==> config.mk <==
export PLATFORM = sky130hd
export DESIGN_NAME = undo_redo_history_stack_top
export DESIGN_NICKNAME = d
export VERILOG_FILES = /design/src/rtl/urh_pkg.sv /design/src/rtl/undo_redo_history_stack_top.sv /design/src/rtl/urh_store.sv
export VERILOG_INCLUDE_DIRS = /design/src /design/src/rtl
export SDC_FILE = /design/constraint.sdc
export NUM_CORES = 1
export LEC_CHECK = 0
export ABC_AREA = 1
export BUFFER_PORTS_ARGS = -buffer_cell sky130_fd_sc_hd__buf_2
export CAP_MARGIN = 5
export CORE_MARGIN = 2
export CORE_UTILIZATION = 50
export CTS_BUF_LIST = sky130_fd_sc_hd__clkbuf_2
export CTS_CLUSTER_DIAMETER = 120
export DETAILED_ROUTE_END_ITERATION = 8
export HOLD_SLACK_MARGIN = 0.02
export PLACE_DENSITY = 0.71
export SLEW_MARGIN = 20
export SYNTH_ARGS = -nofsm -noshare
export SYNTH_HDL_FRONTEND = slang
export SYNTH_HIERARCHICAL = 1
export SYNTH_SLANG_ARGS = --single-unit
==> constraint.sdc <==
create_clock -name i_clk -period 10.3 [get_ports i_clk]
set_clock_uncertainty 0.1 [all_clocks]
set_input_delay 2.06 -clock i_clk [delete_from_list [all_inputs] [get_ports i_clk]]
set_output_delay 2.06 -clock i_clk [all_outputs]
set_load 0.03 [all_outputs]
==> src/rtl/undo_redo_history_stack_top_assert.svh <==
// Assertion macros used by the top RTL file of the history stack.
`ifndef UNDO_REDO_HISTORY_STACK_TOP_ASSERT_SVH
`define UNDO_REDO_HISTORY_STACK_TOP_ASSERT_SVH

`ifndef SYNTHESIS
`define URH_ASSERT(lbl, prop) \
    lbl: assert property (@(posedge i_clk) disable iff (!i_rst_n) prop) \
        else $error("assertion failed: %m");
`define URH_ASSERT_NEXT(lbl, cond, prop) \
    lbl: assert property (@(posedge i_clk) disable iff (!i_rst_n) (cond) |=> (prop)) \
        else $error("assertion failed: %m");
`else
`define URH_ASSERT(lbl, prop)
`define URH_ASSERT_NEXT(lbl, cond, prop)
`endif

`endif

==> src/rtl/urh_pkg.sv <==
package urh_pkg;

    localparam int DEPTH_DEF = 16;
    localparam int WORD_W    = 64;
    localparam int POS_OUT_W = 4;

    typedef enum logic [2:0] {
        MODE_PUSH     = 3'd0,
        MODE_INCLUDE  = 3'd1,
        MODE_BACKWARD = 3'd2,
        MODE_FORWARD  = 3'd3,
        MODE_FIRST    = 3'd4,
        MODE_CLEAR    = 3'd5
    } t_mode;

    typedef struct packed {
        t_mode               mode;
        logic [WORD_W-1:0]   entry_data;
    } t_req;

    typedef struct packed {
        logic [WORD_W-1:0]    read_data;
        logic                 read_valid;
        logic                 can_back;
        logic                 can_forward;
        logic [POS_OUT_W-1:0] current_pos;
    } t_rsp;

endpackage

==> src/rtl/undo_redo_history_stack_top.sv <==
// Bounded undo/redo history: one request is taken at a time.
// After acceptance the request moves to S_READ; its result is registered once the output register is free.
// No new request is taken while in S_READ, the state that covers the registered read of the history memory.
// A waiting result does not block the next request; only a second result would.
// Reset is synchronous and active low: the history is empty, nothing is redoable.
`include "undo_redo_history_stack_top_assert.svh"

module undo_redo_history_stack_top import urh_pkg::*; #(
    parameter int DEPTH = DEPTH_DEF
) (
    input  logic i_clk,
    input  logic i_rst_n,
    input  logic i_valid,
    output logic o_stall,
    input  t_req i_req,
    output logic o_valid,
    input  logic i_stall,
    output t_rsp o_rsp
);

    localparam int AW = $clog2(DEPTH);
    localparam int PW = AW + 1;
    localparam int CW = $clog2(DEPTH + 1);

    localparam logic signed [PW-1:0] POS_NONE = '1;
    localparam logic signed [PW-1:0] POS_ZERO = '0;
    localparam logic signed [PW-1:0] POS_ONE  = PW'(1);
    localparam logic signed [PW-1:0] POS_MAX  = PW'(DEPTH - 1);
    localparam logic [CW-1:0]        REDO_MAX = CW'(DEPTH);
    localparam logic [AW-1:0]        BASE_MAX = AW'(DEPTH - 1);
    localparam logic [AW:0]          SLOT_LIM = (AW + 1)'(DEPTH);

    typedef enum logic {
        S_IDLE,
        S_READ
    } t_state;

    t_state                r_state;
    logic signed [PW-1:0]  r_pos;
    logic signed [PW-1:0]  r_top;
    logic [CW-1:0]         r_redo;
    logic [AW-1:0]         r_base;
    logic                  r_use_word;
    logic [WORD_W-1:0]     r_word;
    logic                  r_rd_valid;
    logic                  r_back;
    logic                  r_fwd;
    logic [POS_OUT_W-1:0]  r_cpos;
    logic                  r_out_valid;
    t_rsp                  r_rsp;

    logic signed [PW-1:0]  n_pos;
    logic signed [PW-1:0]  n_top;
    logic [CW-1:0]         n_redo;
    logic [AW-1:0]         n_base;
    logic                  n_wr;
    logic [AW:0]           slot_sum;
    logic [AW-1:0]         slot;
    logic                  accept;
    logic                  load_out;
    logic [WORD_W-1:0]     mem_rdata;

    assign accept   = i_valid && (r_state == S_IDLE);
    assign load_out = (r_state == S_READ) && (!r_out_valid || !i_stall);

    always_comb begin
        n_pos  = r_pos;
        n_top  = r_top;
        n_redo = r_redo;
        n_base = r_base;
        n_wr   = 1'b0;
        unique case (i_req.mode)
            MODE_PUSH, MODE_INCLUDE: begin
                if (r_pos == POS_MAX) begin
                    n_base = (r_base == BASE_MAX) ? '0 : r_base + AW'(1);
                    n_pos  = POS_MAX;
                end else begin
                    n_pos = r_pos + POS_ONE;
                end
                if (n_pos > r_top) begin
                    n_top = n_pos;
                end
                if (i_req.mode == MODE_INCLUDE) begin
                    n_redo = '0;
                end
                n_wr = 1'b1;
            end
            MODE_BACKWARD: begin
                if (r_pos <= POS_ZERO) begin
                    n_pos = POS_ZERO;
                end else begin
                    n_pos = r_pos - POS_ONE;
                    if (r_redo < REDO_MAX) begin
                        n_redo = r_redo + CW'(1);
                    end
                end
            end
            MODE_FORWARD: begin
                if (r_redo != '0) begin
                    if (r_pos >= r_top) begin
                        n_pos  = r_top;
                        n_redo = '0;
                    end else begin
                        n_pos  = r_pos + POS_ONE;
                        n_redo = r_redo - CW'(1);
                    end
                end
            end
            MODE_FIRST: begin
                n_pos = POS_ZERO;
                n_top = POS_ZERO;
                n_wr  = 1'b1;
            end
            MODE_CLEAR: begin
                n_pos  = POS_NONE;
                n_top  = POS_NONE;
                n_redo = '0;
            end
            default: begin
            end
        endcase
    end

    always_comb begin
        slot_sum = {1'b0, n_base} + {1'b0, n_pos[AW-1:0]};
        if (slot_sum >= SLOT_LIM) begin
            slot = AW'(slot_sum - SLOT_LIM);
        end else begin
            slot = slot_sum[AW-1:0];
        end
    end

    urh_store #(
        .DEPTH(DEPTH)
    ) u_store (
        .i_clk   (i_clk),
        .i_wr_en (accept && n_wr),
        .i_rd_en (accept && !n_wr),
        .i_addr  (slot),
        .i_wdata (i_req.entry_data),
        .o_rdata (mem_rdata)
    );

    always_ff @(posedge i_clk) begin
        if (!i_rst_n) begin
            r_state     <= S_IDLE;
            r_pos       <= POS_NONE;
            r_top       <= POS_NONE;
            r_redo      <= '0;
            r_base      <= '0;
            r_out_valid <= 1'b0;
        end else begin
            if (accept) begin
                r_state    <= S_READ;
                r_pos      <= n_pos;
                r_top      <= n_top;
                r_redo     <= n_redo;
                r_base     <= n_base;
                r_use_word <= n_wr;
                r_word     <= i_req.entry_data;
                r_rd_valid <= (n_pos >= POS_ZERO) && (n_pos <= n_top);
                r_back     <= n_pos > POS_ZERO;
                r_fwd      <= n_redo != '0;
                r_cpos     <= (n_pos > POS_ZERO) ? POS_OUT_W'(n_pos[AW-1:0]) : '0;
            end
            if (load_out) begin
                r_state               <= S_IDLE;
                r_out_valid           <= 1'b1;
                r_rsp.read_data       <= !r_rd_valid ? '0 :
                                         (r_use_word ? r_word : mem_rdata);
                r_rsp.read_valid      <= r_rd_valid;
                r_rsp.can_back        <= r_back;
                r_rsp.can_forward     <= r_fwd;
                r_rsp.current_pos     <= r_cpos;
            end else if (r_out_valid && !i_stall) begin
                r_out_valid <= 1'b0;
            end
        end
    end

    assign o_stall = (r_state != S_IDLE);
    assign o_valid = r_out_valid;
    assign o_rsp   = r_rsp;

    `URH_ASSERT(a_redo_bounded, r_redo <= REDO_MAX)
    `URH_ASSERT(a_base_bounded, r_base <= BASE_MAX)
    `URH_ASSERT(a_pos_within_top, (r_pos > POS_ZERO) |-> (r_pos <= r_top))
    `URH_ASSERT_NEXT(a_accept_busy, i_valid && !o_stall, o_stall)

endmodule

==> src/rtl/urh_store.sv <==
module urh_store import urh_pkg::*; #(
    parameter int DEPTH = DEPTH_DEF
) (
    input  logic                     i_clk,
    input  logic                     i_wr_en,
    input  logic                     i_rd_en,
    input  logic [$clog2(DEPTH)-1:0] i_addr,
    input  logic [WORD_W-1:0]        i_wdata,
    output logic [WORD_W-1:0]        o_rdata
);

    logic [WORD_W-1:0] r_mem [DEPTH];
    logic [WORD_W-1:0] r_rdata;

    always_ff @(posedge i_clk) begin
        if (i_wr_en) begin
            r_mem[i_addr] <= i_wdata;
        end
        if (i_rd_en) begin
            r_rdata <= r_mem[i_addr];
        end
    end

    assign o_rdata = r_rdata;

endmodule

== Word level (Yosys, flattened, before mapping) ==
Memories as Yosys holds them, arrays and structs flattened. A register that Yosys moved wholly into a read port is not among the register bits.
Index checks and enable logic that the tools add are counted.

* Add/sub/neg operators: 7
* Order comparisons: 8
* Equality and inequality tests: 7
* Mux-type cells: 24
* Bitwise logic cells: 2
* Reduce and logical (&&, ||, !) cells: 19

{| class="wikitable"
|+ Operators by type and width
! kind !! number
|-
| $mux W64 || 1
|-
| $mux W5 || 11
|-
| $pmux W5 S5 || 1
|-
| $pmux W5 S4 || 1
|-
| $mux W4 || 4
|-
| $pmux W5 S3 || 1
|-
| $reduce_bool A5 Y1 || 2
|-
| $eq A3 B2 Y1 const B || 2
|-
| $eq A3 B3 Y1 const B || 2
|-
| $logic_and A1 B1 Y1 || 6
|-
| $add A4 B4 Y5 || 1
|-
| $add A5 B1 Y5 const B || 1
|-
| $add A5 B2 Y5 const B || 1
|-
| $eq A5 B5 Y1 const B || 1
|-
| $ge A5 B1 Y1 const B || 1
|-
| $ge A5 B5 Y1 || 1
|-
| $ge A5 B5 Y1 const B || 1
|-
| $gt A5 B1 Y1 const B || 1
|-
| $gt A5 B5 Y1 || 1
|-
| $le A5 B1 Y1 const B || 1
|-
| $le A5 B5 Y1 || 1
|-
| $lt A5 B5 Y1 const B || 1
|-
| $mux W1 || 5
|-
| $sub A5 B1 Y5 const B || 1
|-
| other kinds (13) || 18
|}

* Register bits after elaboration: 164
* RAM bits: 1,024
* Input port bits: 71
* Memories kept: 1

{| class="wikitable"
|+ Memories
! memory !! depth !! width !! rd ports !! clocked after memory_dff !! write ports !! line !! source
|-
| u_store.r_mem || 16 || 64 || 1 || 1 || 1 || urh_store.sv:12 || <nowiki>logic [WORD_W-1:0] r_mem [DEPTH];</nowiki>
|}

== Longest topological paths before layout ==
Gate-level depths: netlist of the first run.

* Depth after elaboration: 8
* Mapped depth: 25
* Depth with buffers taken out: 24

== Cells and area by module ==
The synthesis of the first run kept the hierarchy.

{| class="wikitable"
|+ By module, submodules not included
! module !! times used !! cells each !! area each (sq um)
|-
| urh_store || 1 || 4,195 || 44,611.5
|-
| undo_redo_history_stack_top || 1 || 704 || 7,516.0
|}

== Worst setup path before layout of the first run ==
No wires, ideal clock.

* Path type: input -> register
* From: input i_req[66] (netlist name)
* To: memory u_store.r_mem[1][0] (enable)
* Arrival: 7.109 ns
* Required time: 9.714 ns
* Setup slack: 2.604 ns
* Stages: 18
* Path buffers: 2
* Cell sequence: nand2_1 > nand2_2 > inv_1 > o21ai_0 > a211oi_1 > nand2_1 > nand2_2 > inv_1 > ha_1 > a21o_1 > a21oi_1 > xor2_1 > xor2_1 > nor2_1 > clkbuf_1 > buf_2 > inv_1 > nor2_1

* Cells in the longest elaborated chain, start to end: 6
* Elaborated cells between the ends (all ways): 18
* Those cells by class: add/sub (2); order compare (1); eq/ne (5); mux (6); reduce/logical (4)

{| class="wikitable"
|+ RTL lines
! item !! line !! source
|-
| start, declared || undo_redo_history_stack_top.sv:15 || <nowiki>input t_req i_req,</nowiki>
|-
| $eq A3 B1 Y1 or $logic_not A3 Y1 (tied branches) || undo_redo_history_stack_top.sv:72 || <nowiki>unique case (i_req.mode)</nowiki>
|-
| $reduce_or A2 Y1 || undo_redo_history_stack_top.sv:72 ||
|-
| $pmux W5 S5 * || undo_redo_history_stack_top.sv:72 ||
|-
| via n_pos[1] || undo_redo_history_stack_top.sv:52 || <nowiki>logic signed [PW-1:0] n_pos;</nowiki>
|-
| $add A4 B4 Y5 * || undo_redo_history_stack_top.sv:125 || <nowiki>slot_sum = {1'b0, n_base} + {1'b0, n_pos[AW-1:0]};</nowiki>
|-
| $sub A4 B1 Y4 or $ge A5 B5 Y1 (tied branches) || undo_redo_history_stack_top.sv:127, undo_redo_history_stack_top.sv:126 ||
|-
| $mux W4 * || undo_redo_history_stack_top.sv:126 || <nowiki>if (slot_sum >= SLOT_LIM) begin</nowiki>
|-
| via slot[3] || undo_redo_history_stack_top.sv:58 || <nowiki>logic [AW-1:0] slot;</nowiki>
|-
| end, declared || urh_store.sv:12 ||
|}

The timed path passes the listed nets; every way through them passes the cells marked *.

== Worst setup path in the final report of the first run ==
* From: register r_pos[2]
* To: register u_store.r_rdata[45] (netlist: u_store/o_rdata[45]) (read register of u_store.r_mem) (data pin)

* Cells in the longest elaborated chain, start to end: 7
* Elaborated cells between the ends (all ways): 17
* Those cells by class: add/sub (4); order compare (3); eq/ne (1); mux (9)

{| class="wikitable"
|+ RTL lines
! item !! line !! source
|-
| start, declared || undo_redo_history_stack_top.sv:39 || <nowiki>logic signed [PW-1:0] r_pos;</nowiki>
|-
| start signal, assigned || undo_redo_history_stack_top.sv:155 || <nowiki>r_pos <= n_pos;</nowiki>
|-
| $ge A5 B5 Y1 or $eq A5 B5 Y1 (tied branches) || undo_redo_history_stack_top.sv:100, undo_redo_history_stack_top.sv:74 ||
|-
| $mux W5, on equally long branches || undo_redo_history_stack_top.sv:100, undo_redo_history_stack_top.sv:74 ||
|-
| $mux W5, on equally long branches || undo_redo_history_stack_top.sv:99, undo_redo_history_stack_top.sv:72 ||
|-
| $pmux W5 S5 * || undo_redo_history_stack_top.sv:72 ||
|-
| via n_pos[0] || undo_redo_history_stack_top.sv:52 ||
|-
| $add A4 B4 Y5 * || undo_redo_history_stack_top.sv:125 ||
|-
| $sub A4 B1 Y4 or $ge A5 B5 Y1 (tied branches) || undo_redo_history_stack_top.sv:127, undo_redo_history_stack_top.sv:126 ||
|-
| $mux W4 * || undo_redo_history_stack_top.sv:126 ||
|-
| via slot[0] || undo_redo_history_stack_top.sv:58 ||
|-
| end, declared || urh_store.sv:13 || <nowiki>logic [WORD_W-1:0] r_rdata;</nowiki>
|}

The timed path passes the listed nets; every way through them passes the cells marked *. The select of a mux whose other input is x is not followed.
A chain may end at the register's enable or synchronous reset.

==> results.yml, run 1 <==
run_status:
  outcome: "complete, no violations"
worst_setup_path:
  crit_top_cell: "nand2_1"
  slowest_delay_ns: 0.93
  slowest_stage: "buf_4"
  critical_path_required_ns: 11.50
  arrival_ns: 7.20
  path_class: "register to register"
  end_kind: "register"
  critPathMaxFanout: 123
  cp_cell_sequence: "ha_1 > nand2_1 > nor2_4 > nand2_2 > nand4_4 > nand3_4 > nand2_1 > nand3_1 > nand2_2 > a21oi_4 > ha_4 > inv_8 > buf_4 > buf_4 > nand2_1 > nand2_1 > nand2_1 > nand2_1 > nand2_1 > nand2_1 > inv_1 > nand2_1"
  start_kind: "register"
cells_and_area:
  nets: 5299
  ff_latch_area_um2: 37400
  drive_above_1_share_pct: 13.5
  area_growth_pct: 9.25
  final_cell_mix: "nand2_1 (2803), edfxtp_1 (1231), clkbuf_2 (437), inv_1 (186), nor2_1 (149)"
  fill_cells: 8771
  final_common_cell: "nand2_1"
  fin_cells: 6788
  multiInputGateArea_um2: 13000
  final_core_util_pct: 55.0
timing:
  fmax_ghz: 0.167
  min_period_ns: 6.00
  finalCritPeriodShare_pct: 58.3
  worst_slew_pin_slew_ns: 1.14
  setup_violations: 0
  finalSetupTns_ns: 0
  slew_headroom_pct: 23.8
  slew_violations: 0
  rsz0062_at_grt: "false"
  hold_viol_final: 0
  whs_ns: 0.327
grt:
  grt-ovfl-total: 0
  grt_pass1_vias: 34000
  grt_usage_pct: 23.3
  grt_max_degree: 210
  antenna_found_initial: 10
  grt_pass1_wl_mm: 191
pwr:
  pwr-share-clk_pct: 27.6
  vdd_drop_max_mv: 0.177
  swShare_pct: 33.3
  p_per_area_nw_per_um2: 207
  p_sw_mw: 3.93
  combPwrFrac_pct: 22.3
  p_leak_nw: 24.1
  seqPwrFrac_pct: 50.1
  internal-power_mw: 7.86
clock_tree:
  root_buffer: "clkbuf_2"
  cts_hold_buf: 0
  clk_latency_ns: 1.56
  htree_levels: 5
  cts_tree: "done"
  cts_max_path_buffers: 4
  clk_pin_slew_ns: 0.10
  cts_setup_buffers: 0
  cts_num_sinks: 1252
  cts_resized: 0
  cts_inserted_buffers: 325
yosys:
  synth_top_area_share_pct: 70.9
  synth.cell_area_um2: 52100
  ys_seq_elements: 1252
  synth.top_cells.by_area: "edfxtp_1 (71%), nand2_1 (20%), inv_1 (1.3%), nor2_1 (1.2%), buf_2 (1.0%)"
  syn_nets: 4997
  synthArstFlopShare_pct: 0
  synth_cell_types: 47
  synthFlopType: "edfxtp_1"
  yosysWarnings: 6
  avgSynthCellArea_um2: 10.6
  yosys.area.top_type: "edfxtp_1"
  synth_cells: 4899
  synth_edf_count: 1231
  synth-seq-area-share_pct: 71.7
route:
  routed_wl_mm: 124
  first_pass_iters: 5
  drc: 0
  via_per_inst: 5.11
  drt-wirelength-per-cell_um: 18.3
  drtIter0Drc: 3258
  vias: 34700
  ant_nets: 0
run:
  cap_violations: 0
placed_design:
  place.port_buffers: 143
  place_hpwl_mm: 62.9
  gpl.final_weighted_congestion: 0.846
  post-place-cells: 6254
floorplanning:
  fp.dieArea_um2: 107000
  die_w_um: 327
  initial_core_util_pct: 50.4
  fp.coreArea_um2: 103000
  num_rows: 118
  dieHeight_um: 327
  io_pins: 144
hold_path:
  holdCritPathClass: "register to register"
-- cells in the mapped netlist (2+ instances only) --
library cell	instances
nor3_1	3
nor2_1	170
a21oi_4	2
edfxtp_1	1231
xnor2_1	2
nand4_1	10
o21ai_0	98
nand3_1	22
ha_1	26
nand2_2	13
o211ai_1	5
inv_1	186
nand3_2	4
buf_2	104
nand2_1	2803
buf_1	25
or2_2	2
a21oi_2	3
nor2_2	4
buf_4	39
xor2_1	7
clkbuf_1	53
a21oi_1	26
dfxtp_1	21
inv_2	13
o311ai_0	2
clkinv_1	3
nor2_4	2
o22ai_1	2
-- kinds of logic after synthesis --
| group | after synthesis | share of synthesized area (%) |
|---|---|---|
| compound gates | 149 | 1.62 |
| xor+xnor | 9 | 0.151 |
| fa+ha+maj | 27 | 0.662 |
| buf+inv | 424 | 3.59 |
| flops | 1252 | 71.7 |
| simple gates | 3038 | 22.3 |
-- layout make-up --
| cell class | instances | area share (%) |
|---|---|---|
| Clock inverter | 91 | 1.02 |
| Antenna cell | 6 | 0.0264 |
| Sequential cell | 1252 | 65.6 |
| Clock buffer | 437 | 3.84 |
| Tap cell | 1380 | 3.03 |
| Timing Repair Buffer | 196 | 2.15 |
| Inverter | 203 | 1.38 |
| Multi-Input combinational cell | 3223 | 22.9 |
-- critical path: cells and delay by family (launching register included) --
kind	cells	cell delay [ns]
compound gates	1	0.23
flops	1	0.61
buf+inv	4	2.50
fa+ha+maj	2	0.78
simple gates	15	1.44
-- metrics by stage --
stage | area, um^2 | worst slack, ns | total power, mW
floorplan | 52100 | 2.60 | 7.87
global placement | 54200 | 3.09 | 8.60
detailed placement | 54200 | 3.02 | 8.63
CTS | 56900 | 4.26 | 11.9
global route | 56900 | 3.90 | 12.5
finish | 57000 | 4.30 | 11.8
-- power by group through the flow --
stage / Sequential, mW / Combinational (mW) / Clock [mW]
global route: 5.92 / 2.96 / 3.60
detailed placement: 6.02 / 2.61 / 0
CTS: 5.91 / 2.62 / 3.35
floorplan: 6.04 / 1.83 / 0
finish: 5.90 / 2.64 / 3.26
global placement: 6.02 / 2.58 / 0
-- worst paths after layout --
check        startpoint             endpoint  slack, ns  depth (start not counted)
max            r_pos[2]  u_store/o_rdata[45]       4.30                         22
min reg2reg      r_back             o_rsp[5]       0.33                          0
max reg2reg    r_pos[2]  u_store/o_rdata[45]       4.30                         22
min              r_back             o_rsp[5]       0.33                          0
-- flip-flops by register name, indices dropped and copies added (netlist names), 5 cells and up --
register,flops
r_word,64
u_store/o_rdata,64
r_top,5
o_rsp,71
u_store/r_mem,1024
r_pos,5
r_redo,5
-- routing by layer --
metal  global-route usage (%)  wire length, um  vias up
li1                         -                -    16700
met1                     30.1            51400    16500
met2                     39.3            60700     1339
met3                     4.42             9310      210
met4                     8.43             2890        4
met5                        0               29        -
(Power assumes the default switching activity.)
==> run 2: changes to the inputs <==
- PLACE_DENSITY: 0.71 -> 0.74
- clock period: 10.3 -> 5.3 ns (I/O delays scaled with it)
==> run 2 against run 1 <==
Against the previous run: total power is 93% higher; critical path depth is 3 lower; count of clock-buffer cells in the layout is 12 higher; register-to-register slack worse by 4.0 ns; setup slack worse by 4.0 ns; critical endpoint is now u_store/r_mem[5][45]; flip-flop and latch count stayed put; wire length is 0.90% higher.
==> results.yml, run 2 (synthesized netlist as in run 1, its figures left out) <==
run_status:
  outcome: "complete, no violations"
run:
  cap_violations: 0
grt:
  grt_usage_pct: 23.4
  antenna_found_initial: 7
  grt_pass1_wl_mm: 193
  grt-ovfl-total: 0
  grt_max_degree: 235
  grt_pass1_vias: 35100
floorplanning:
  die_w_um: 327
  fp.coreArea_um2: 103000
  initial_core_util_pct: 50.4
  num_rows: 118
  fp.dieArea_um2: 107000
  io_pins: 144
  dieHeight_um: 327
timing:
  setup_violations: 0
  worst_slew_pin_slew_ns: 1.16
  finalCritPeriodShare_pct: 94.7
  min_period_ns: 5.02
  slew_violations: 0
  slew_headroom_pct: 22.9
  hold_viol_final: 0
  rsz0062_at_grt: "false"
  fmax_ghz: 0.199
  finalSetupTns_ns: 0
  whs_ns: 0.330
worst_setup_path:
  path_class: "register to register"
  cp_top_family: "simple AND/OR/NAND/NOR gates"
  r2r.worst_path.cells: 19
  crit_buf_inv: 4
  critPathMaxFanout: 49
  slowest_delay_ns: 0.52
  start_kind: "register"
  r2r-end: "u_store/r_mem[5][45]"
  cp_cell_sequence: "ha_1 > nand3_1 > inv_1 > ha_1 > nor2_1 > o21ai_0 > a211oi_1 > nand2_1 > nand2_2 > inv_1 > ha_1 > a21o_1 > a21oi_1 > xor2_1 > xor2_1 > nor2_4 > inv_1 > nor2_4 > buf_12"
  reg2reg_slack_ns: 0.28
  arrival_ns: 5.90
  r2r_start: "r_pos[0]"
  critical_path_required_ns: 6.18
  slowest_stage: "nor2_4"
  end_kind: "register"
cells_and_area:
  final_cell_mix: "nand2_1 (2803), edfxtp_1 (1231), clkbuf_2 (449), inv_1 (186), nor2_1 (149)"
  largest_reg_flops: 1024
  fin_cells: 6854
  top_register: "u_store/r_mem"
  nets: 5387
  drive_above_1_share_pct: 13.8
  area_growth_pct: 11.2
  fill_cells: 8606
  final_common_cell: "nand2_1"
clock_tree:
  clk_pin_slew_ns: 0.11
  htree_levels: 5
  cts_resized: 0
  clk_latency_ns: 1.47
  root_buffer: "clkbuf_2"
  cts_max_path_buffers: 4
  cts_tree: "done"
  cts_inserted_buffers: 325
  cts_num_sinks: 1252
hold_path:
  holdCritPathClass: "register to register"
  hold_start: "r_fwd"
  whs_endpoint: "o_rsp[4]"
  hold_depth: 0
pwr:
  p_leak_nw: 24.5
  swShare_pct: 33.4
  p_per_area_nw_per_um2: 393
  seqPwrFrac_pct: 50.3
  pwr-share-clk_pct: 26.5
  combPwrFrac_pct: 23.2
  p_sw_mw: 7.61
  vdd_drop_max_mv: 0.409
  internal-power_mw: 15.2
route:
  first_pass_iters: 6
  drc: 0
  vias: 35300
  drtIter0Drc: 3420
  routed_wl_mm: 125
  via_per_inst: 5.15
  ant_nets: 0
  drt-wirelength-per-cell_um: 18.3
placed_design:
  gpl.final_weighted_congestion: 0.886
  post-place-cells: 6271
  place_hpwl_mm: 64.7
  place.port_buffers: 143
==> run 2: routing by layer <==
metal | up-vias | routed length, um | GRT usage (%) | share of wire, %
met5 | - | 27 | 0 | 0.022
met4 | 4 | 2550 | 8.41 | 2.0
met3 | 200 | 9560 | 4.54 | 7.6
met2 | 1507 | 61300 | 38.9 | 49
met1 | 16700 | 52000 | 30.8 | 41
li1 | 16900 | - | - | -
==> run 2: how the worst max path moves through the flow <==
stage                           end       from  depth (start not counted)  slack [ns]
2_1_floorplan  u_store/r_mem[14][0]  i_req[66]                         15       -1.05
3_3_place_gp   u_store/r_mem[3][27]  i_req[65]                         18        0.30
3_5_place_dp   u_store/r_mem[3][27]  i_req[65]                         18        0.28
4_1_cts        u_store/r_mem[3][41]   r_pos[0]                         17        0.38
5_1_grt        u_store/r_mem[3][44]   r_pos[0]                         19        0.03
6_report       u_store/r_mem[5][45]   r_pos[0]                         19        0.28
==> run 2: worst register-to-register path, stage by stage, from the launching register on <==
cell      delay, ns
dfxtp_1        0.43
ha_1           0.27
nand3_1        0.12
inv_1          0.07
ha_1           0.21
nor2_1         0.26
o21ai_0        0.14
a211oi_1       0.23
nand2_1        0.10
nand2_2        0.12
inv_1          0.12
ha_1           0.29
a21o_1         0.15
a21oi_1        0.15
xor2_1         0.19
xor2_1         0.21
nor2_4         0.16
inv_1          0.16
nor2_4         0.52
buf_12         0.46
==> run 2: final cells by class <==
class / count / area (um^2) / area share [%]
Inverter: 203 / 783 / 1.35
Tap cell: 1380 / 1730 / 2.98
Sequential cell: 1252 / 37400 / 64.5
Antenna cell: 6 / 15.0 / 0.0259
Clock buffer: 449 / 2250 / 3.88
Multi-Input combinational cell: 3223 / 13000 / 22.5
Timing Repair Buffer: 284 / 2450 / 4.22
Clock inverter: 57 / 303 / 0.522
==> run 2: what timing repair did <==
action | in CTS | in global routing
hold endpoints to repair | 1110 | 0
buffers inserted | 0 | 0
hold buffers | 71 | 0
==> run 2: metrics by stage <==
| step | total power, mW | setup WS, ns | cell area (um^2) | util, % |
|---|---|---|---|---|
| floorplan | 15.3 | -1.05 | 52200 | - |
| global placement | 16.8 | 0.304 | 54700 | 52.8 |
| detailed placement | 16.9 | 0.283 | 54700 | 52.8 |
| CTS | 22.9 | 0.382 | 57900 | 56.0 |
| global route | 24.1 | 0.0274 | 58000 | 56.0 |
| finish | 22.8 | 0.279 | 58000 | 56.0 |
==> run 2: power groups by stage <==
stage                     combinational, mW  clock, mW  sequential (mW)
after global routing                   5.91       6.70             11.5
final                                  5.28       6.04             11.5
after floorplan                        3.57          0             11.7
after global placement                 5.10          0             11.7
after CTS                              5.25       6.21             11.5
after detailed placement               5.19          0             11.7
